## config.mk

```make
export PLATFORM = sky130hd
export DESIGN_NAME = hbrd_duty_pre
export DESIGN_NICKNAME = d
export VERILOG_FILES = /design/src/design/hbrd_pkg.sv /design/src/design/hbrd_duty_pre.sv
export SDC_FILE = /design/constraint.sdc
export NUM_CORES = 1
export LEC_CHECK = 0
export BUFFER_PORTS_ARGS = -buffer_cell sky130_fd_sc_hd__buf_2
export CAP_MARGIN = 15
export CORE_ASPECT_RATIO = 1.25
export CORE_MARGIN = 5
export CORE_UTILIZATION = 38
export DETAILED_ROUTE_END_ITERATION = 12
export PLACE_DENSITY = 0.54
export SLEW_MARGIN = 10
export SYNTH_ARGS = -nofsm -noshare
export SYNTH_HDL_FRONTEND = slang
export SYNTH_SLANG_ARGS = --single-unit
```

## constraint.sdc

```tcl
create_clock -name vclk -period 7.65
set_input_delay 0.765 -clock vclk [all_inputs]
set_output_delay 0.765 -clock vclk [all_outputs]
set_load 0.005 [all_outputs]
```

## src/design/hbrd_pkg.sv

```systemverilog
// shared types and constants for the h-bridge brake relay driver
// no dependencies; imported by every module of the block

package hbrd_pkg;

  // motor state codes
  localparam logic [1:0] ST_IDLE  = 2'd0;
  localparam logic [1:0] ST_BRAKE = 2'd1;
  localparam logic [1:0] ST_FWD   = 2'd2;
  localparam logic [1:0] ST_REV   = 2'd3;

  // configuration register indexes
  localparam logic [1:0] CFG_A_EN_LEVEL = 2'd0;
  localparam logic [1:0] CFG_B_EN_LEVEL = 2'd1;
  localparam logic [1:0] CFG_DUTY_RES   = 2'd2;
  localparam logic [1:0] CFG_BRAKE_DLY  = 2'd3;

  // 100 percent in q8.8
  localparam logic signed [15:0] FULL_SCALE_Q8 = 16'sd25600;

  // register reset values
  localparam logic [4:0]  RES_BITS_RST  = 5'd13;
  localparam logic [15:0] BRAKE_DLY_RST = 16'd300;

  typedef struct packed {
    logic [1:0]  motor_state;
    logic [31:0] now_ms;
  } cmd_t;

  typedef struct packed {
    logic pin_a_level;
    logic pin_b_level;
    logic relay_on;
    logic duty_updated;
  } drv_t;

endpackage

```

## src/design/hbrd_duty_pre.sv

```systemverilog
// duty prescale: duty * (2^bits - 1) as shift and subtract, then drop the q8 fraction
// depends on hbrd_pkg

module hbrd_duty_pre
  import hbrd_pkg::*;
#(
  parameter int MAX_DUTY_BITS = 20
) (
  input  logic signed [15:0]         duty_q8,
  input  logic [4:0]                 bits_eff,
  output logic [MAX_DUTY_BITS+6:0]   pre_q,
  output logic                       sat,
  output logic                       nonpos
);

  localparam int XW = MAX_DUTY_BITS + 15;

  logic [XW-1:0] d_ext;
  logic [XW-1:0] prod;

  always_comb begin
    d_ext  = XW'(duty_q8[14:0]);
    prod   = (d_ext << bits_eff) - d_ext;
    pre_q  = prod[XW-1:8];
    sat    = duty_q8 > FULL_SCALE_Q8;
    nonpos = duty_q8[15] || (duty_q8 == 16'sd0);
  end

endmodule

```

==> results of run 1 <==
-- power groups by stage --
stage,logic [mW],registers (mW),clock network (mW)
2_1_floorplan,0.167,0,0
3_5_place_dp,0.238,0,0
4_1_cts,0.239,0,0
6_report,0.240,0,0
3_3_place_gp,0.239,0,0
5_1_grt,0.263,0,0
-- layout make-up --
class	instances	area share
Multi-Input combinational cell	323	0.8470
Tap cell	90	0.03934
Inverter	20	0.02622
Timing Repair Buffer	50	0.08741
-- cells in the final DEF (no fill, tap or decap), types with 7 or more instances in the layout --
master    count
a21o_1        7
mux2i_1      19
mux4_2       10
o21ai_0       9
ha_1         14
buf_2        50
xor2_1        9
a211oi_1     13
nand2b_1      7
nor3_1        8
nor2b_1       7
xnor2_1       9
inv_1        19
a21oi_1      25
nand2_1      37
nor2_1       41
nand3_1      12
mux2_2        8
-- Yosys cell counts, types with 7 or more instances --
cell type	n
buf_2	7
mux2i_1	19
a21oi_1	25
a21o_1	7
nand3_1	12
nor2_1	41
a211oi_1	13
nand2_1	37
nor3_1	8
mux4_2	10
mux2_2	8
nor2b_1	7
xor2_1	9
clkbuf_1	8
inv_1	19
ha_1	14
xnor2_1	9
o21ai_0	9
nand2b_1	7
-- metrics by stage --
step	util	hold WS [ns]	setup WS, ns	instance area [um2]	instances
CTS	0.4154	1.790	2.293	2863	483
finish	0.4154	1.790	2.292	2863	483
global placement	0.4154	1.794	2.238	2863	483
global route	0.4154	1.801	1.896	2863	483
detailed placement	0.4154	1.788	2.299	2863	483
floorplan	-	1.564	3.122	2660	368
-- logic make-up (layout without fill, tap and decap cells) --
kind of cell,Yosys count,after routing,synth area share
buffers and inverters,45,70,0.08843
XOR/XNOR,18,18,0.05927
multiplexers,40,40,0.2027
adder cells (fa/ha/maj),14,14,0.06585
AND/OR/NAND/NOR,144,144,0.2780
AO/OA/AOI/OAI,107,107,0.3057
-- path summary, 6_finish.rpt --
check	from	endpoint	depth (start not counted)
setup / recovery	bits_eff[1]	pre_q[24]	15
hold / removal	duty_q8[15]	sat	3
-- per-layer routing --
layer | wire (um) | global-route usage | up-vias
met2 | 4613 | 0.3611 | 135
met1 | 3997 | 0.2859 | 1423
li1 | - | - | 1448
met4 | 264 | 0.04751 | 0
met5 | 0 | 0 | -
met3 | 637 | 0.01191 | 22
==> metrics.md, run 1 <==
| Metric | Value |
|---|---|
| Status | `finished clean` |
| Fraction of power spent switching nets | `0.5822` |
| Critical path class | `in2out` |
| Final setup viols | `0` |
| Via Count | `3028` |
| Leakage | `1.288 nW` |
| Iteration count of the initial detailed-routing pass | `5` |
| # fillers | `764` |
| Die width | `about 85 um` |
| Max stage delay on crit path | `0.65 ns` |
| Final Max Tran Viols | `0` |
| Cts repair resizes | `0` |
| Slew @ Worst Pin | `slightly below 0.9 ns` |
| Seq_cells | `0` |
| MaxCap Viol Count | `0` |
| Vias/cell | `6.269` |
| Post-DRT Antenna Nets | `0` |
| DRC | `0` |
| Pwr dens | `approximately 84 nW/um2` |
| Post-synth net total | `slightly above 400` |
| Crit path DAT | `about 4.6 ns` |
| Num rows | `34` |
| Syn. warnings | `0` |
| GPL Wtd Cong | `0.9565` |
| Global-route wire length before repair | `15.37 mm` |
| CP bufs+invs | `2` |
| Vias in the first global route | `between 2000 and 3000` |
| CP Capture Type | `primary output` |
| Hold_buf cts | `0` |
| Critical path cell sequence | `buf_2, mux2i_1, nand2_1, and3_1, a21oi_1, nor2_1, ha_1, a21oi_1, o21ai_0, o211ai_1, a31oi_1, nor3b_4, nand4_2, a21bo_1, buf_2` |
| Internal power | `between 0.1 and 0.15 mW` |
| Switching power | `0.1397 mW` |
| Yosys top cell area share | `0.08467` |
| Post-DP HPWL | `7.367 mm` |
| Avg WL per Cell | `between 15 and 20 um` |
| Kind of cell adding the most delay to the critical path | `compound AO/OA/AOI/OAI gates` |
| Final period utilization | `0.7004` |
| Antenna cells | `0` |
| Drt total wl | `9.513 mm` |
| GRT Residual Overflow | `0` |
| Core Region | `6892 um2` |
| Seq pwr share | `0` |
| Die height | `103.5 um` |
| Syn avg cell area | `between 7 and 8 um2` |
| Slew headroom | `0.4102` |
| Yosys top cell by area | `mux4_2` |
| Seq/Total Area, Yosys | `0` |
| Max IR drop VDD | `~0.000041 V` |
| Cell variety after synth | `73` |
| Synthesized instance count | `~370` |
| Fin Setup TNS | `0 ns` |
| Initial DRC count | `284` |
| Total power draw | `roughly 0.24 mW` |
| Largest net degree at the start of global routing | `43` |
| Clock buffers | `0` |
| Die area | `8784 um2` |
| Layout cell share with drive strength beyond 1 | `0.2010` |
| Final hold vios | `0` |
| Mapped Area | `2660 um2` |
| Initial Utilization | `0.3860` |
| Initial antenna violation count | `0` |
| CP required | `6.88 ns` |
| Fin nets | `430` |
| Area Growth Syn to Fin | `7.620%` |
| Max Freq | `roughly 190 MHz` |
| All-Layer GR Usage | `0.2099` |
| Critical path peak fanout | `42` |
| CP startpoint kind | `input pin` |
| Slowest cell on the critical path | `buf_2` |
| Postcts setup bufs | `0` |
| Power share of the combinational group | `1.000` |
| Min Tclk post-route | `roughly 5.4 ns` |
| # port buffers | `50` |
| Clk pwr share | `0` |
| Multi-input gate area | `approximately 2400 um2` |
| IO Count | `50` |
| Ranking of synthesized cells by area | `mux4_2, mux2i_1, ha_1, nor2_1, nand2_1` |
| Register area | `0 um2` |
| Unrepaired setup endpoints after global routing | `false` |
| Worst hold path type | `in2out` |
Note: power is estimated with default switching activity, not from simulation.
==> run 2: changes to the inputs <==
- clock period: 7.65 -> 5.3 ns (I/O delays scaled with it)
==> run 2 against run 1 <==
  * Routed wire length grew 3.4%
  * Final cell count grew 2.3%
  * Non-clock buffer count rose by 11
  * Final area up 2.9%
  * First-iteration DRC count decreased by 30%
  * Critical path type unchanged
==> metrics.md, run 2 (synthesized netlist as in run 1, its figures left out) <==
| Metric | Value |
|---|---|
| Status | `finished clean (unchanged)` |
| DR WL met2 | `4.764 mm (was 4.613 mm)` |
| DRC | `0 (unchanged)` |
| Area Growth Syn to Fin | `10.72% (was 7.620%)` |
| Unrepaired setup endpoints after global routing | `false (unchanged)` |
| Die width | `84.84 um (unchanged)` |
| Critical path peak fanout | `25 (was 42)` |
| Largest net degree at the start of global routing | `39 (was 43)` |
| Max stage delay on crit path | `0.49 ns (was 0.65 ns)` |
| GPL Wtd Cong | `0.9076 (was 0.9565)` |
| Post-DRT Antenna Nets | `0 (unchanged)` |
| Fraction of power spent switching nets | `0.5773 (was 0.5822)` |
| Drt total wl | `9.837 mm (was 9.513 mm)` |
| Switching power | `0.2051 mW (was 0.1397 mW)` |
| Critical Path Stages | `15 (unchanged)` |
| Antenna cells | `0 (unchanged)` |
| Avg WL per Cell | `19.91 um (was 19.70 um)` |
| Crit path DAT | `4.27 ns (was 4.59 ns)` |
| Via Count | `3099 (was 3028)` |
| Postcts setup bufs | `0 (unchanged)` |
| CP required | `4.77 ns (was 6.88 ns)` |
| Num rows | `34 (unchanged)` |
| Non-Filler Instances | `494 (was 483)` |
| Routed met3 length | `781 um (was 637 um)` |
| Placed cell areas | `2945 um2 (was 2863 um2)` |
| Seq pwr share | `0 (about the same)` |
| Max Freq | `208.2 MHz` |
| GRT Residual Overflow | `0 (unchanged)` |
| Finished Cell Area | `2945 um2 (was 2863 um2)` |
| Final setup viols | `0 (unchanged)` |
| Max IR drop VDD | `0.00004803 V (was 0.00004138 V)` |
| Register area | `0 um2 (unchanged)` |
| Seq_cells | `0 (unchanged)` |
| Fin nets | `441 (was 430)` |
| Commonest non-fill, non-tap cell in the layout | `buf_2 (unchanged)` |
| Vias/cell | `6.273 (was 6.269)` |
| CP Capture Type | `primary output (unchanged)` |
| MaxCap Viol Count | `0 (unchanged)` |
| Initial DRC count | `198 (was 284)` |
| Global-route wire length before repair | `15.66 mm (was 15.37 mm)` |
| Internal power | `0.1502 mW (was 0.1002 mW)` |
| Kind of cell adding the most delay to the critical path | `compound AO/OA/AOI/OAI gates (unchanged)` |
| Pwr dens | `120.6 nW/um2 (was 83.81 nW/um2)` |
| Final WS setup | `0.4961 ns (was 2.292 ns)` |
| Die area | `8784 um2 (unchanged)` |
| Commonest non-fill, non-tap cells in the layout | `buf_2, nor2_1, nand2_1, a21oi_1 (unchanged)` |
| Critical path cell sequence | `buf_2, mux2i_1, nand2_1, and3_1, a21oi_1, nor2_1, ha_1, a21oi_1, o21ai_0, o211ai_1, a31oi_1, nor3b_4, nand3_1, a21bo_1, buf_2 (was buf_2, mux2i_1, nand2_1, and3_1, a21oi_1, nor2_1, ha_1, a21oi_1, o21ai_0, o211ai_1, a31oi_1, nor3b_4, nand4_2, a21bo_1, buf_2)` |
| Leakage | `1.341 nW (was 1.288 nW)` |
| Min Tclk post-route | `4.804 ns` |
| DP Worst Slack | `0.5222 ns (was 2.299 ns)` |
| Worst hold path type | `in2out (unchanged)` |
| Slew headroom | `0.4823 (was 0.4102)` |
| DRT met1 WL | `3.985 mm (was 3.997 mm)` |
| All-Layer GR Usage | `0.2168 (was 0.2099)` |
| CP bufs+invs | `2 (unchanged)` |
| Initial antenna violation count | `0 (unchanged)` |
| Cts repair resizes | `0 (unchanged)` |
| Iteration count of the initial detailed-routing pass | `5 (unchanged)` |
| # port buffers | `50 (unchanged)` |
| CP startpoint kind | `input pin (unchanged)` |
| Clk pwr share | `0 (about the same)` |
| Top Layer Used | `met4 (unchanged)` |
| Final period utilization | `0.9064` |
| Die height | `103.5 um (unchanged)` |
| Slowest cell on the critical path | `mux2i_1 (was buf_2)` |
| Clock buffers | `0 (unchanged)` |
| Slew @ Worst Pin | `0.7729 ns (was 0.8846 ns)` |
| Inst Count DP | `494 (was 483)` |
| Hold depth | `3 (unchanged)` |
| Fin util | `0.4274 (was 0.4154)` |
| Final hold vios | `0 (unchanged)` |
| Fin Setup TNS | `0 ns (unchanged)` |
| Core Region | `6892 um2 (unchanged)` |
| Vias in the first global route | `2999 (was 2881)` |
| Total power draw | `0.3553 mW (was 0.2399 mW)` |
| Worst hold slack | `1.316 ns (was 1.790 ns)` |
| Critical path class | `in2out (unchanged)` |
| Post-DP HPWL | `7.707 mm (was 7.367 mm)` |
| Initial Utilization | `0.3860 (unchanged)` |
| IO Count | `50 (unchanged)` |
| Hold_buf cts | `0 (unchanged)` |
| Power share of the combinational group | `1.000 (about the same)` |
| Final Max Tran Viols | `0 (unchanged)` |
| Layout cell share with drive strength beyond 1 | `0.2228 (was 0.2010)` |
-- run 2: cell types whose count changed in the layout (fill, tap and decap cells not counted), sizes merged --
cell	delta
buf	+11
-- run 2: routing by layer --
layer | track usage | vias to the layer above
li1 | - | 1461
met5 | 0 | -
met1 | 0.2824 | 1451
met3 | 0.01430 | 24
met4 | 0.06448 | 0
met2 | 0.3791 | 163
-- run 2: power groups by stage --
| stage | Sequential, mW | Combinational [mW] | Clock, mW |
|---|---|---|---|
| floorplan | 0 | 0.241 | 0 |
| global placement | 0 | 0.352 | 0 |
| detailed placement | 0 | 0.352 | 0 |
| CTS | 0 | 0.354 | 0 |
| global route | 0 | 0.388 | 0 |
| finish | 0 | 0.355 | 0 |
-- run 2: worst paths after layout --
kind | slack [ns] | start | end
setup / recovery | 0.50 | bits_eff[1] | pre_q[24]
hold / removal | 1.32 | duty_q8[15] | sat
-- run 2: cell type report --
type / count / area (um2)
Fill cell: 784 / 3946
Inverter: 20 / 75.07
Multi-Input combinational cell: 323 / 2425
Tap cell: 90 / 112.6
Timing Repair Buffer: 61 / 332.8
==> run 3: changes to the inputs <==
- PLACE_DENSITY: 0.54 -> 0.6
- SKIP_LAST_GASP: unset -> 1
==> run 3 against run 2 <==
  * Clock-buffer cell count did not move
  * Critical path depth fell by 2
  * Critical path type unchanged
  * Largest cell class unchanged
  * Setup slack improved by 0.016 ns
  * Highest routed layer unchanged
==> metrics.md, run 3 (synthesized netlist as in run 1, its figures left out) <==
| Metric | Value |
|---|---|
| Critical path class | `in2out (unchanged)` |
| Critical path cell sequence | `buf_2, mux2i_1, mux4_2, a211oi_1, ha_1, and3_1, o211ai_1, o21a_1, o21ai_0, or4b_1, nand3_1, xnor2_1, buf_2 (was buf_2, mux2i_1, nand2_1, and3_1, a21oi_1, nor2_1, ha_1, a21oi_1, o21ai_0, o211ai_1, a31oi_1, nor3b_4, nand3_1, a21bo_1, buf_2)` |
| Commonest non-fill, non-tap cells in the layout | `buf_2, nor2_1, nand2_1, a21oi_1 (unchanged)` |
| Commonest non-fill, non-tap cell in the layout | `buf_2 (unchanged)` |
| Fin Setup TNS | `0 ns (unchanged)` |
| DP Worst Slack | `0.5420 ns (was 0.5222 ns)` |
| Max Freq | `208.9 MHz (was 208.2 MHz)` |
| # fillers | `759 (was 784)` |
| Cts repair resizes | `0 (unchanged)` |
| Unrepaired setup endpoints after global routing | `false (unchanged)` |
| Die area | `8784 um2 (unchanged)` |
| Cell mode on critical path | `buf_2` |
| Initial antenna violation count | `0 (unchanged)` |
| Vias in the first global route | `3020 (was 2999)` |
| Min Tclk post-route | `4.788 ns (was 4.804 ns)` |
| Max stage delay on crit path | `0.59 ns (was 0.49 ns)` |
| Area Growth Syn to Fin | `9.878% (was 10.72%)` |
| Drt total wl | `9.625 mm (was 9.837 mm)` |
| Die height | `103.5 um (unchanged)` |
| Postcts setup bufs | `0 (unchanged)` |
| Status | `finished clean (unchanged)` |
| Slew @ Worst Pin | `0.7936 ns (was 0.7729 ns)` |
| Post-DP HPWL | `7.521 mm (was 7.707 mm)` |
| CP Capture Type | `primary output (unchanged)` |
| Leakage | `1.326 nW (was 1.341 nW)` |
| Die width | `84.84 um (unchanged)` |
| Register area | `0 um2 (unchanged)` |
| Fin util | `0.4241 (was 0.4274)` |
| Largest net degree at the start of global routing | `35 (was 39)` |
| Antenna cells | `0 (unchanged)` |
| GPL Wtd Cong | `1.042 (was 0.9076)` |
| Final hold vios | `0 (unchanged)` |
| Crit path DAT | `4.26 ns (was 4.27 ns)` |
| Total power draw | `0.3531 mW (was 0.3553 mW)` |
| Hold depth | `3 (unchanged)` |
| Core Region | `6892 um2 (unchanged)` |
| Initial DRC count | `333 (was 198)` |
| Clock buffers | `0 (unchanged)` |
| Worst hold slack | `1.350 ns (was 1.316 ns)` |
| Final period utilization | `0.9034 (was 0.9064)` |
| Critical path peak fanout | `34 (was 25)` |
| Final Max Tran Viols | `0 (unchanged)` |
| Hold_buf cts | `0 (unchanged)` |
| Slew headroom | `0.4699 (was 0.4823)` |
| DRC | `0 (unchanged)` |
| Kind of cell adding the most delay to the critical path | `compound AO/OA/AOI/OAI gates (unchanged)` |
| Via Count | `3166 (was 3099)` |
| CP required | `4.77 ns (about the same)` |
| Slowest cell on the critical path | `mux4_2 (was mux2i_1)` |
| Num rows | `34 (unchanged)` |
| Pwr dens | `120.8 nW/um2 (was 120.6 nW/um2)` |
| CP bufs+invs | `2 (unchanged)` |
| Post-DRT Antenna Nets | `0 (unchanged)` |
| CP startpoint kind | `input pin (unchanged)` |
| Seq_cells | `0 (unchanged)` |
| MaxCap Viol Count | `0 (unchanged)` |
| IO Count | `50 (unchanged)` |
| Iteration count of the initial detailed-routing pass | `5 (unchanged)` |
| Critical Path Stages | `13 (was 15)` |
| Fin nets | `438 (was 441)` |
| Final setup viols | `0 (unchanged)` |
| Avg WL per Cell | `19.60 um (was 19.91 um)` |
| Vias/cell | `6.448 (was 6.273)` |
| Global-route wire length before repair | `15.41 mm (was 15.66 mm)` |
| Initial Utilization | `0.3860 (unchanged)` |
| Layout cell share with drive strength beyond 1 | `0.2170 (was 0.2228)` |
| # port buffers | `50 (unchanged)` |
| Worst hold path type | `in2out (unchanged)` |
| Final WS setup | `0.5122 ns (was 0.4961 ns)` |
| GRT Residual Overflow | `0 (unchanged)` |
| Max IR drop VDD | `0.00004986 V (was 0.00004803 V)` |
| All-Layer GR Usage | `0.2108 (was 0.2168)` |
[run 3: cell count changes in the layout (fill, tap and decap cells not counted), sizes merged]
| cell | before | now |
|---|---|---|
| buf | 61 | 58 |
[run 3: area by class of cell]
type | instances | area (um2) | area share
multi-input combinational | 323 | 2425 | 0.8296
timing repair buffer | 58 | 310.3 | 0.1062
tap | 90 | 112.6 | 0.03853
inverter | 20 | 75.07 | 0.02568
[run 3: tightest hold or removal path, cell delays in order]
cell and delay [ns]:
buf_2 0.10, nor4_1 0.06, buf_2 0.12
[run 3: stage by stage]
| stage | instances | cell area, um2 |
|---|---|---|
| final | 491 | 2923 |
| after global routing | 491 | 2923 |
| after CTS | 491 | 2923 |
| after detailed placement | 491 | 2923 |
| after global placement | 491 | 2923 |
| after floorplan | 368 | 2660 |
[run 3: metal layers]
| layer | track usage | part of all wire |
|---|---|---|
| met5 | 0 | 0 |
| met4 | 0.1131 | 0.065 |
| met3 | 0.01668 | 0.066 |
| met2 | 0.3555 | 0.48 |
| met1 | 0.2627 | 0.39 |
[run 3: report_power, final]
part / internal, mW / total, mW / switching [mW]
logic: 0.150 / 0.353 / 0.204
clock network: 0 / 0 / 0
registers: 0 / 0 / 0
[run 3: final timing paths]
check,startpoint,end,slack (ns)
worst min-delay path,duty_q8[15],sat,1.35
worst max-delay path,bits_eff[1],pre_q[20],0.51
