===== config.mk =====
export PLATFORM = sky130hd
export DESIGN_NAME = hbrd_brake_ctrl
export DESIGN_NICKNAME = d
export VERILOG_FILES = /design/src/design/hbrd_pkg.sv /design/src/design/hbrd_brake_ctrl.sv
export SDC_FILE = /design/constraint.sdc
export NUM_CORES = 1
export LEC_CHECK = 0
export BUFFER_PORTS_ARGS = -buffer_cell sky130_fd_sc_hd__buf_4
export CORE_MARGIN = 1.5
export CORE_UTILIZATION = 40
export CTS_BUF_LIST = sky130_fd_sc_hd__clkbuf_16
export DETAILED_ROUTE_END_ITERATION = 8
export GPL_ROUTABILITY_DRIVEN = 0
export PLACE_DENSITY = 0.64
export SETUP_SLACK_MARGIN = 0.02
export SYNTH_ARGS = -nofsm -noshare
export SYNTH_HDL_FRONTEND = slang
export SYNTH_SLANG_ARGS = --single-unit

===== constraint.sdc =====
create_clock -name clk -period 6.4 [get_ports clk]
set_input_delay 0.32 -clock clk [delete_from_list [all_inputs] [get_ports clk]]
set_output_delay 0.32 -clock clk [all_outputs]
set_load 0.05 [all_outputs]

===== src/design/hbrd_pkg.sv =====
// shared types and constants for the h-bridge brake relay driver
// no dependencies; imported by every module of the block

package hbrd_pkg;

  // motor state codes
  localparam logic [1:0] ST_IDLE  = 2'd0;
  localparam logic [1:0] ST_BRAKE = 2'd1;
  localparam logic [1:0] ST_FWD   = 2'd2;
  localparam logic [1:0] ST_REV   = 2'd3;

  // configuration register indexes
  localparam logic [1:0] CFG_A_EN_LEVEL = 2'd0;
  localparam logic [1:0] CFG_B_EN_LEVEL = 2'd1;
  localparam logic [1:0] CFG_DUTY_RES   = 2'd2;
  localparam logic [1:0] CFG_BRAKE_DLY  = 2'd3;

  // 100 percent in q8.8
  localparam logic signed [15:0] FULL_SCALE_Q8 = 16'sd25600;

  // register reset values
  localparam logic [4:0]  RES_BITS_RST  = 5'd13;
  localparam logic [15:0] BRAKE_DLY_RST = 16'd300;

  typedef struct packed {
    logic [1:0]  motor_state;
    logic [31:0] now_ms;
  } cmd_t;

  typedef struct packed {
    logic pin_a_level;
    logic pin_b_level;
    logic relay_on;
    logic duty_updated;
  } drv_t;

endpackage


===== src/design/hbrd_brake_ctrl.sv =====
// brake sequencing state, pin decode and applied duty register
// depends on hbrd_pkg

module hbrd_brake_ctrl
  import hbrd_pkg::*;
#(
  parameter int MAX_DUTY_BITS = 20
) (
  input  logic                       clk,
  input  logic                       rst_n,
  input  logic                       step,
  input  cmd_t                       cmd,
  input  logic                       nonpos,
  input  logic [MAX_DUTY_BITS-1:0]   scaled,
  input  logic                       a_en,
  input  logic                       b_en,
  input  logic [15:0]                delay_ms,
  output drv_t                       drv,
  output logic [MAX_DUTY_BITS-1:0]   pwm_duty
);

  logic                     waiting_r, waiting_nxt;
  logic [31:0]              start_r, start_nxt;
  logic [MAX_DUTY_BITS-1:0] duty_r, duty_nxt;
  logic [1:0]               st;
  logic [31:0]              elapsed;

  always_comb begin
    st          = nonpos ? ST_IDLE : cmd.motor_state;
    elapsed     = cmd.now_ms - start_r;
    waiting_nxt = (st == ST_BRAKE) ? waiting_r : 1'b0;
    start_nxt   = start_r;
    drv.pin_a_level  = a_en;
    drv.pin_b_level  = b_en;
    drv.duty_updated = 1'b0;
    case (st)
      ST_IDLE: begin
        drv.duty_updated = 1'b1;
      end
      ST_BRAKE: begin
        if (!waiting_r) begin
          waiting_nxt = 1'b1;
          start_nxt   = cmd.now_ms;
        end else if (elapsed > 32'(delay_ms)) begin
          drv.pin_a_level  = ~a_en;
          drv.pin_b_level  = ~b_en;
          drv.duty_updated = 1'b1;
        end
      end
      ST_FWD: begin
        drv.pin_b_level  = ~b_en;
        drv.duty_updated = 1'b1;
      end
      default: begin
        drv.pin_a_level  = ~a_en;
        drv.duty_updated = 1'b1;
      end
    endcase
    drv.relay_on = waiting_nxt;
    duty_nxt     = drv.duty_updated ? scaled : duty_r;
    pwm_duty     = duty_nxt;
  end

  always_ff @(posedge clk) begin
    if (!rst_n) begin
      waiting_r <= 1'b0;
      start_r   <= '0;
      duty_r    <= '0;
    end else if (step) begin
      waiting_r <= waiting_nxt;
      start_r   <= start_nxt;
      duty_r    <= duty_nxt;
    end
  end

endmodule


==> results.json, run 1 <==
{
  "mostFrequentLayoutCell": "nand2_1",
  "grt-ovfl-total": 0,
  "cts_root_buffer": "clkbuf_16",
  "tightest_slew_ns": 0.679,
  "fin_ws_ns": 0.320,
  "grt_start_max_net_pins": 74,
  "synthCells": 651,
  "synth_area_um2": 4960,
  "synth-seq-cells": 53,
  "skew_ns": 0.00617,
  "setup_viol": 0,
  "area_delta_synth_final_pct": 20.7,
  "synth_edf_count": 0,
  "ys_warn_count": 0,
  "async_reset_ff_frac": 0,
  "drt_iter0_drc": 167,
  "outcome": "complete, no violations",
  "fillCellCount": 1215,
  "r2r-start": "start_r[1]",
  "leakage_nw": 2.56,
  "fin_crit_ns": 6.08,
  "cp_data_required_time_ns": 6.08,
  "ant_nets": 0,
  "maxSlewHeadroom": 0.543,
  "slowest_delay_ns": 0.59,
  "track_usage": 0.200,
  "cts_buffers": 5,
  "nets": 859,
  "tritoncts": "built",
  "crit_slowest_cell": "or4_4",
  "start_util": 0.411,
  "slew_violations": 0,
  "final_cell_area_um2": 5990,
  "insertion_delay_ns": 0.29,
  "ys_seq_area_frac": 0.214,
  "wl_per_cell_um": 14.2,
  "fmax_mhz": 164,
  "end_kind": "output pin",
  "placed_cells": 890,
  "p_per_area_nw_per_um2": 178,
  "dieArea_um2": 13100,
  "drive_above_1_share": 0.199,
  "vias": 4722,
  "grt_pass1_vias": 4689,
  "setup_tns_ns": 0,
  "path_max_fanout": 11,
  "numPortBuffers": 99,
  "post-route-drc-count": 0,
  "reg2reg_slack_ns": 1.04,
  "final_hold_viol_count": 0,
  "syn-num-nets": 778,
  "synth_cell_types": 66,
  "dp_hpwl_um": 9930,
  "die_h_um": 114,
  "min_path_type": "in2reg",
  "htreeDepth": 2,
  "cp-start-kind": "flop",
  "core-area_um2": 12100,
  "dp_slack_ns": 0.373,
  "pin_count": 100,
  "postCtsHoldBufs": 0,
  "endpoint": "pwm_duty[18]",
  "finalNonFillerCells": 900,
  "fin_crit_sh": 0.950,
  "antenna_found_initial": 0,
  "dpl_cell_area_um2": 5800,
  "path_clk_slew_ns": 0.07,
  "ir_drop_uv": 118,
  "r2r_cells": 22,
  "cts_buffer_depth": 2,
  "rr_endpoint": "duty_r[15]",
  "num_rows": 40,
  "die_x_um": 114,
  "grt_pass1_wl_um": 21700,
  "most-common-layout-cells": "nand2_1 (139), buf_4 (105), inv_1 (58), dfxtp_1 (53), ha_1 (50)",
  "path_cells": "inv_1, ha_1, nor2b_1, o2111ai_1, a211oi_1, buf_4, o21bai_1, nand2_1, xor2_1, ha_1, nand2_1, nor2_1, nand2_1, o32a_1, o31a_1, or4_1, or4_4, o41ai_4, buf_4, nand2_4, mux2_1, buf_4",
  "worstSetupPathType": "reg2out",
  "crit_arrival_ns": 5.76,
  "rsz0062_at_grt": "false",
  "diodes": 0,
  "cts.sinks": 53,
  "routed_via_density": 5.25,
  "wl_um": 12800,
  "synthFlopType": "dfxtp_1",
  "avgSynthCellArea_um2": 7.62,
  "crit_path_start": "start_r[1]",
  "cap_viol_max_count": 0,
  "dr.pass1.iters": 5
}
[cell type report]
| cell class | instances | area, um^2 | share of cell area |
|---|---|---|---|
| well taps | 168 | 210 | 0.0351 |
| inverters | 58 | 218 | 0.0364 |
| multi-input cells | 509 | 3540 | 0.592 |
| clock buffers | 5 | 125 | 0.0209 |
| flip-flops and latches | 53 | 1060 | 0.177 |
| clock inverters | 2 | 38.8 | 0.00648 |
| repair buffers | 105 | 788 | 0.132 |
[metal layers]
metal | track usage | up-vias | part of all wire
met5 | 0 | - | 0
met4 | 0.0483 | 0 | 0.017
met1 | 0.263 | 2141 | 0.47
li1 | - | 2440 | -
met2 | 0.337 | 122 | 0.46
met3 | 0.0392 | 19 | 0.056
[worst min path at each step]
stage	start	to	slack, ns	cells after the start
after floorplan	duty_r[18]	duty_r[18]	0.43	2
after global placement	duty_r[6]	duty_r[6]	0.44	2
after detailed placement	duty_r[0]	duty_r[0]	0.45	2
after CTS	scaled[12]	duty_r[12]	0.28	3
after global routing	scaled[18]	duty_r[18]	0.29	3
final	scaled[18]	duty_r[18]	0.29	3
[stage by stage]
stage / util / hold slack (ns) / total power [mW]
5_1_grt: 0.496 / 0.285 / 1.13
4_1_cts: 0.494 / 0.283 / 1.07
2_1_floorplan: - / 0.431 / 0.642
3_5_place_dp: 0.480 / 0.450 / 0.756
3_3_place_gp: 0.480 / 0.442 / 0.749
6_report: 0.496 / 0.288 / 1.06
[kinds of logic after synthesis]
| family | share of synthesized area |
|---|---|
| AOI/OAI and AO/OA | 0.252 |
| DFF | 0.214 |
| buffers and inverters | 0.0744 |
| adders and majority gates | 0.130 |
| muxes | 0.106 |
| and+or+nand+nor | 0.195 |
| xor gates and xnor gates | 0.0283 |
[sequential cells by signal (all words and copies together) (netlist names)]
register	count
start_r	32
duty_r	20
waiting_r	1
[cells in the mapped netlist, types with 2 or more instances]
| library cell | instances | area (um^2) |
|---|---|---|
| nand3_1 | 7 | 35.0 |
| a31oi_1 | 6 | 37.5 |
| buf_2 | 10 | 50.1 |
| nor2b_1 | 5 | 31.3 |
| a21oi_2 | 3 | 26.3 |
| a21oi_1 | 40 | 200 |
| nand3b_1 | 2 | 15.0 |
| mux2i_1 | 23 | 230 |
| o21ai_0 | 17 | 85.1 |
| o31ai_1 | 4 | 30.0 |
| a2111o_1 | 2 | 22.5 |
| ha_1 | 50 | 626 |
| xnor2_1 | 10 | 87.6 |
| o31a_1 | 3 | 26.3 |
| clkbuf_1 | 19 | 71.3 |
| nor3b_1 | 2 | 15.0 |
| or3_1 | 2 | 12.5 |
| nand4_1 | 12 | 75.1 |
| a211o_1 | 4 | 35.0 |
| nand2_2 | 2 | 12.5 |
| buf_6 | 2 | 22.5 |
| nor4_1 | 2 | 12.5 |
| and4_1 | 2 | 17.5 |
| dfxtp_1 | 53 | 1060 |
| a211oi_1 | 11 | 82.6 |
| o21a_1 | 11 | 82.6 |
| nand2b_1 | 4 | 25.0 |
| nor2_1 | 26 | 97.6 |
| a21o_1 | 8 | 60.1 |
| nand2_1 | 139 | 522 |
| nor3_1 | 5 | 25.0 |
| mux2_4 | 19 | 285 |
| o21bai_1 | 2 | 15.0 |
| inv_1 | 58 | 218 |
| o211ai_1 | 10 | 75.1 |
| xor2_1 | 6 | 52.6 |
| o21ai_1 | 8 | 40.0 |
| a21boi_0 | 32 | 240 |
| or4_1 | 3 | 22.5 |
[power breakdown]
part	switching, mW	internal, mW
logic	0.232	0.169
registers	0.00804	0.344
clock network	0.126	0.184
total	0.367	0.697
[repair_timing]
action,4_1_cts,5_1_grt
setup buffers,0,2
setup endpoints to repair,0,20
resized for setup,0,1
hold endpoints to repair,0,0
[worst max-delay path: cells and delay by family (launching register included)]
kind	cells	cell delay (ns)
AO/OA/AOI/OAI	6	1.58
multiplexers	1	0.36
adder cells (fa/ha/maj)	2	0.56
buffers and inverters	4	0.64
AND/OR/NAND/NOR	8	1.75
flip-flops	1	0.39
XOR/XNOR	1	0.17
No activity file was read; power rests on OpenSTA's default activity.
==> run 2, diff against run 1 <==
--- a/config.mk
+++ b/config.mk
@@ -5,6 +5,7 @@
 export SDC_FILE = /design/constraint.sdc
 export NUM_CORES = 1
 export LEC_CHECK = 0
+export ABC_AREA = 1
 export BUFFER_PORTS_ARGS = -buffer_cell sky130_fd_sc_hd__buf_4
 export CORE_MARGIN = 1.5
 export CORE_UTILIZATION = 40
==> run 2 against run 1 <==
Against the previous run:
- die area rose by 10%
- total power rose by 5.2%
- routed wire length rose by 8.8%
- global-route usage fell by 0.73 points
- flip-flop and latch count did not move
- worst hold slack got worse by 0.016 ns
- first-iteration DRC count rose by 73%
- register-to-register slack improved by 1.5 ns
- clock skew rose by 0.0021 ns
- critical endpoint is now drv[3]
- largest power group unchanged
==> results.json, run 2 <==
{
  "synthFlopType": "dfxtp_1",
  "post-synth-top-count-cell": "nand2_1",
  "slowest_delay_ns": 0.41,
  "synth_largest_area_cell": "nand2_1",
  "fin_crit_ns": 4.49,
  "regArea_um2": 1060,
  "path_clk_slew_ns": 0.07,
  "ys_warn_count": 0,
  "cts.sinks": 53,
  "dp_hpwl_um": 11500,
  "mostFrequentLayoutCell": "nand2_1",
  "dp_slack_ns": 2.10,
  "r2r-start": "start_r[0]",
  "cts_resized": 0,
  "dieArea_um2": 14400,
  "crit_family": "simple AND/OR/NAND/NOR gates",
  "multi_input_area_um2": 3480,
  "reg_top3": "start_r x32, duty_r x20, waiting_r x1",
  "reg2reg_slack_ns": 2.57,
  "track_usage": 0.192,
  "finalNonFillerCells": 1236,
  "dr.pass1.iters": 5,
  "drt_iter0_drc": 289,
  "area_delta_synth_final_pct": 18.2,
  "grt_pass1_vias": 4943,
  "cts_buffer_depth": 2,
  "rsz0062_at_grt": "false",
  "pin_count": 100,
  "endpoint": "drv[3]",
  "fin_crit_sh": 0.702,
  "synth_top_cell_area_share": 0.209,
  "syn-num-nets": 1103,
  "antenna_found_initial": 0,
  "synth-simple-area-share": 0.404,
  "ys_seq_area_frac": 0.194,
  "cts_buffers": 5,
  "grt_start_max_net_pins": 60,
  "yosys-top-cells-area": "nand2_1 (21%), dfxtp_1 (19%), inv_1 (14%), ha_1 (11%), nor2_1 (6.8%)",
  "routed_via_density": 4.60,
  "end_kind": "output pin",
  "grt-ovfl-total": 0,
  "path_buf_inv": 2,
  "r2r_cells": 24,
  "fin_ws_ns": 1.91,
  "top_register": "start_r",
  "post-route-drc-count": 0,
  "crit_path_start": "start_r[0]",
  "path_max_fanout": 22,
  "skew_ns": 0.00832,
  "maxSlewHeadroom": 0.556,
  "crit_arrival_ns": 4.17,
  "synth_area_um2": 5470,
  "setup_viol": 0,
  "wl_um": 13900,
  "ir_drop_uv": 106,
  "path_cells": "ha_1, fa_1, inv_1, nand3_1, nand3_1, nand3_1, nand3_1, xor2_1, ha_1, nand2_1, nor3_1, nand3_1, nand2_1, nand3_1, nor2_1, nand2_1, nor2_1, nand2_2, nand2_4, nand2_4, nand2_1, nand3_1, o21ai_1, buf_4",
  "wl_per_cell_um": 11.2,
  "crit_slowest_cell": "fa_1",
  "postCtsSetupBuffers": 0,
  "synth_top_family_by_area": "simple AND/OR/NAND/NOR gates",
  "leakage_nw": 3.84,
  "synth-seq-cells": 53,
  "worstSetupPathType": "reg2out",
  "synth_mux_area_frac": 0,
  "async_reset_ff_frac": 0,
  "most-common-layout-cells": "nand2_1 (305), inv_1 (207), buf_4 (101), nor2_1 (99), nand3_1 (70)",
  "htreeDepth": 2,
  "largest_reg_flops": 32,
  "drive_above_1_share": 0.143,
  "min_path_type": "in2reg",
  "tritoncts": "built",
  "vias": 5685,
  "synth_xor_area_frac": 0.0240,
  "ant_nets": 0,
  "grt_pass1_wl_um": 22400,
  "p_per_area_nw_per_um2": 173,
  "synth_edf_count": 0,
  "final_hold_viol_count": 0,
  "path_depth": 24,
  "outcome": "complete, no violations",
  "synth_common_cells": "nand2_1 (305), inv_1 (207), nor2_1 (99)",
  "fmax_mhz": 223,
  "cp_common_cell": "nand3_1",
  "numPortBuffers": 99,
  "cp_data_required_time_ns": 6.08,
  "fillCellCount": 1469,
  "num_rows": 42,
  "core-area_um2": 13300,
  "synth-compound-area-share": 0.0897,
  "setup_tns_ns": 0,
  "placed_cells": 1228,
  "diodes": 0,
  "nets": 1186,
  "yosys.area_share.adder": 0.118,
  "hold_start": "cmd[31]",
  "postCtsHoldBufs": 0,
  "start_util": 0.411,
  "avgSynthCellArea_um2": 5.60,
  "rr_endpoint": "duty_r[15]",
  "insertion_delay_ns": 0.31,
  "slew_violations": 0,
  "cap_viol_max_count": 0,
  "cts_root_buffer": "clkbuf_16",
  "synthCells": 976,
  "die_h_um": 120,
  "die_x_um": 120,
  "cp-start-kind": "flop",
  "synth_cell_types": 30,
  "tightest_slew_ns": 0.665
}
==> run 2: worst min-delay path by stage <==
stage | endpoint | slack, ns | cells after the start
after floorplan | start_r[13] | 0.43 | 2
after global placement | start_r[28] | 0.44 | 2
after detailed placement | start_r[17] | 0.45 | 2
after CTS | start_r[31] | 0.26 | 3
after global routing | start_r[0] | 0.30 | 3
final | start_r[31] | 0.27 | 3
==> run 2: kinds of logic (layout without fill, tap and decap cells) <==
family | count (synthesis) | count (layout)
flops | 53 | 53
compound gates | 97 | 97
xor+xnor | 15 | 15
simple gates | 524 | 524
fa+ha+maj | 51 | 51
buf+inv | 236 | 320
==> run 2: through the flow <==
step	power [mW]	util	hold slack (ns)	cell area (um^2)
finish	1.12	0.486	0.273	6460
global route	1.21	0.486	0.300	6460
CTS	1.13	0.486	0.262	6460
detailed placement	0.837	0.475	0.449	6310
global placement	0.833	0.475	0.442	6310
floorplan	0.705	-	0.433	5470
==> run 2: routing by layer <==
| layer | part of all wire | GRT usage |
|---|---|---|
| met1 | 0.48 | 0.254 |
| met2 | 0.46 | 0.321 |
| met3 | 0.033 | 0.0261 |
| met4 | 0.018 | 0.0640 |
| met5 | 0 | 0 |
==> run 2: final cells by class <==
cell class                 count  share of cell area
sequential                    53               0.164
timing repair buffer         101               0.117
multi-input combinational    687               0.538
tap                          176              0.0341
inverter                     211               0.123
clock inverter                 3             0.00407
clock buffer                   5              0.0194
==> run 2: report_power, final <==
part           total (mW)  leakage [nW]  internal (mW)  switching (mW)
clock               0.290        0.0680          0.148           0.142
sequential          0.356         0.435          0.348         0.00734
combinational       0.474          3.34          0.175           0.299
==> run 2: worst reg2reg max path, cell delays in order (launching register included) <==
cell and delay [ns]:
dfxtp_1 0.31, ha_1 0.20, fa_1 0.41, inv_1 0.14, nand3_1 0.08, nand3_1 0.15
nand3_1 0.10, nand3_1 0.18, xor2_1 0.10, ha_1 0.29, nand2_1 0.07, nor3_1 0.24
nand3_1 0.13, nand2_1 0.09, nand3_1 0.07, nor2_1 0.10, nand2_1 0.06, nor2_1 0.11
nand2_2 0.11, nand2_4 0.23, nand2_4 0.26, nand2_2 0.15, nand3_1 0.08, nand2_1 0.07
inv_1 0.03
==> run 3, diff against run 2 <==
--- a/config.mk
+++ b/config.mk
@@ -5,7 +5,7 @@
 export SDC_FILE = /design/constraint.sdc
 export NUM_CORES = 1
 export LEC_CHECK = 0
-export ABC_AREA = 1
+export ABC_AREA = 0
 export BUFFER_PORTS_ARGS = -buffer_cell sky130_fd_sc_hd__buf_4
 export CORE_MARGIN = 1.5
 export CORE_UTILIZATION = 40
==> constraint.sdc (replaced) <==
create_clock -name clk -period 4.4 [get_ports clk]
set_input_delay 0.22 -clock clk [delete_from_list [all_inputs] [get_ports clk]]
set_output_delay 0.22 -clock clk [all_outputs]
set_load 0.05 [all_outputs]
==> run 3 against run 2 <==
Against the previous run:
- total power grew 50%
- count of clock-buffer cells in the layout is the same
- cell count shrank 22%
- setup slack lost 3.1 ns
- register-to-register slack lost 3.3 ns
- sequential power grew 44%
- first-iteration DRC count shrank 43%
- global-route usage grew 2.1 points
- the run now ends with setup timing left
- combinational power grew 49%
- cell area grew 4.8%
- highest routed layer unchanged
- sequential share of layout area shrank 0.71 points
==> results.json, run 3 (same netlist as run 1, synthesis figures left out) <==
{
  "p_per_area_nw_per_um2": 248,
  "wl_um": 13900,
  "ant_nets": 0,
  "postCtsHoldBufs": 0,
  "dp_hpwl_um": 10400,
  "cp-start-kind": "flop",
  "core-area_um2": 12100,
  "whs_ns": 0.178,
  "grt_pass1_wl_um": 22800,
  "setup_viol": 43,
  "die_h_um": 114,
  "tightest_slew_ns": 0.662,
  "area_delta_synth_final_pct": 36.5,
  "nets": 921,
  "start_util": 0.411,
  "fin_crit_ns": 5.55,
  "numPortBuffers": 99,
  "fin_crit_sh": 1.26,
  "dpl_cell_area_um2": 6260,
  "postLayoutCoreUtil": 0.561,
  "wl_per_cell_um": 14.5,
  "reg_top3": "start_r x32, duty_r x20, waiting_r x1",
  "worstSetupPathType": "reg2out",
  "leakage_nw": 2.96,
  "r2r-start": "start_r[0]",
  "antenna_found_initial": 0,
  "rsz0062_at_grt": "true",
  "reg2reg_slack_ns": -0.74,
  "fin_ws_ns": -1.15,
  "dr.pass1.iters": 5,
  "post-route-drc-count": 0,
  "p_total_mw": 1.68,
  "r2r_cells": 23,
  "final_hold_viol_count": 0,
  "cts_buffer_depth": 2,
  "maxSlewHeadroom": 0.559,
  "slew_violations": 0,
  "tritoncts": "built",
  "insertion_delay_ns": 0.30,
  "rr_endpoint": "duty_r[18]",
  "fmax_mhz": 180,
  "pin_count": 100,
  "crit_arrival_ns": 5.33,
  "top_register": "start_r",
  "violations": "setup timing",
  "switching_share": 0.344,
  "cp_data_required_time_ns": 4.18,
  "holdPathEnd": "start_r[0]",
  "die_x_um": 114,
  "outcome": "finished with violations",
  "p_clk_frac": 0.275,
  "diodes": 0,
  "cts.sinks": 53,
  "dieArea_um2": 13100,
  "grt-ovfl-total": 0,
  "combinationalPowerShare": 0.420,
  "cap_viol_max_count": 0,
  "ir_drop_uv": 151,
  "drive_above_1_share": 0.288,
  "cts_buffers": 5,
  "num_rows": 40,
  "htreeDepth": 2,
  "largest_reg_flops": 32,
  "final_cell_area_um2": 6770,
  "path_clk_slew_ns": 0.07,
  "mostFrequentLayoutCell": "nand2_1",
  "skew_ns": 0.00515,
  "drt_iter0_drc": 165,
  "pwr-share-seq": 0.305,
  "grt_pass1_vias": 4998,
  "vias": 5115,
  "routed_via_density": 5.31,
  "path_max_fanout": 5,
  "end_kind": "output pin",
  "most-common-layout-cells": "nand2_1 (139), buf_4 (138), inv_1 (58), dfxtp_1 (51), ha_1 (48)",
  "hold_start": "cmd[0]",
  "cts_root_buffer": "clkbuf_16",
  "hold_path_depth": 3,
  "p_switching_uw": 578,
  "grt_start_max_net_pins": 74,
  "p_int_mw": 1.10,
  "min_path_type": "in2reg",
  "track_usage": 0.214
}
-- run 3: cell types whose count changed in the layout (fill, tap and decap cells not counted), moves of 10 or more --
| cell | delta |
|---|---|
| nand2_1 | -166 |
| inv_1 | -149 |
| nor2_1 | -75 |
| nand3_1 | -64 |
| buf_4 | +37 |
| a21boi_0 | +32 |
| nand2_2 | -28 |
| mux2i_1 | +23 |
| a21oi_1 | -22 |
| buf_6 | +21 |
| o21ai_0 | -20 |
| mux2_4 | +19 |
| o21a_1 | +11 |
| o211ai_1 | +10 |
-- run 3: routing by layer --
layer | up-vias | wire (um) | global-route usage | part of all wire
met1 | 2385 | 6110 | 0.259 | 0.44
met5 | - | 0 | 0 | 0
met3 | 25 | 775 | 0.0386 | 0.056
li1 | 2563 | - | - | -
met2 | 142 | 6740 | 0.383 | 0.48
met4 | 0 | 291 | 0.0667 | 0.021
-- run 3: what timing repair did --
item	in CTS	in global routing
gates resized for setup	31	11
pin swaps	0	1
buffers inserted	3	4
cloned	3	2
setup endpoints to repair	43	43
-- run 3: critical path: stages, from the launching register on --
cell       delay, ns
dfxtp_2         0.34
ha_4            0.16
fa_2            0.35
nor2b_2         0.15
o211ai_1        0.15
a21o_1          0.22
nand2_1         0.08
a21o_1          0.13
a21oi_2         0.06
xnor2_1         0.12
ha_1            0.32
a21oi_2         0.16
nand2_1         0.09
a21oi_2         0.14
o21ai_1         0.08
o31a_1          0.32
or4_1           0.47
or4_4           0.58
o41ai_4         0.26
nand2_2         0.17
clkbuf_16       0.21
mux2_4          0.31
buf_8           0.15
-- run 3: through the flow --
stage | std cells | setup slack, ns | TNS, ns
global route | 963 | -1.34 | -47.14
detailed placement | 943 | -0.857 | -29.40
floorplan | 651 | -0.471 | -11.61
CTS | 957 | -1.05 | -35.75
finish | 963 | -1.15 | -38.79
global placement | 943 | -0.758 | -25.42
-- run 3: layout make-up --
cell class / count / area, um^2
clock buffer: 5 / 125
sequential: 53 / 1060
clock inverter: 3 / 41.3
timing repair buffer: 168 / 1480
tap: 168 / 210
fill: 1129 / 5290
multi-input combinational: 508 / 3640
inverter: 58 / 218
-- run 3: how the worst max path moves through the flow --
stage | from | to
2_1_floorplan | start_r[0] | pwm_duty[0]
3_3_place_gp | cmd[1] | pwm_duty[6]
3_5_place_dp | cmd[4] | pwm_duty[14]
4_1_cts | start_r[0] | pwm_duty[14]
5_1_grt | start_r[4] | pwm_duty[1]
6_report | start_r[0] | pwm_duty[17]
-- run 3: power groups by stage --
stage	Clock, mW	Combinational, mW	Sequential (mW)
after floorplan	0	0.422	0.520
after global placement	0	0.626	0.523
after CTS	0.467	0.681	0.512
final	0.461	0.705	0.512
after global routing	0.488	0.766	0.514
after detailed placement	0	0.640	0.522
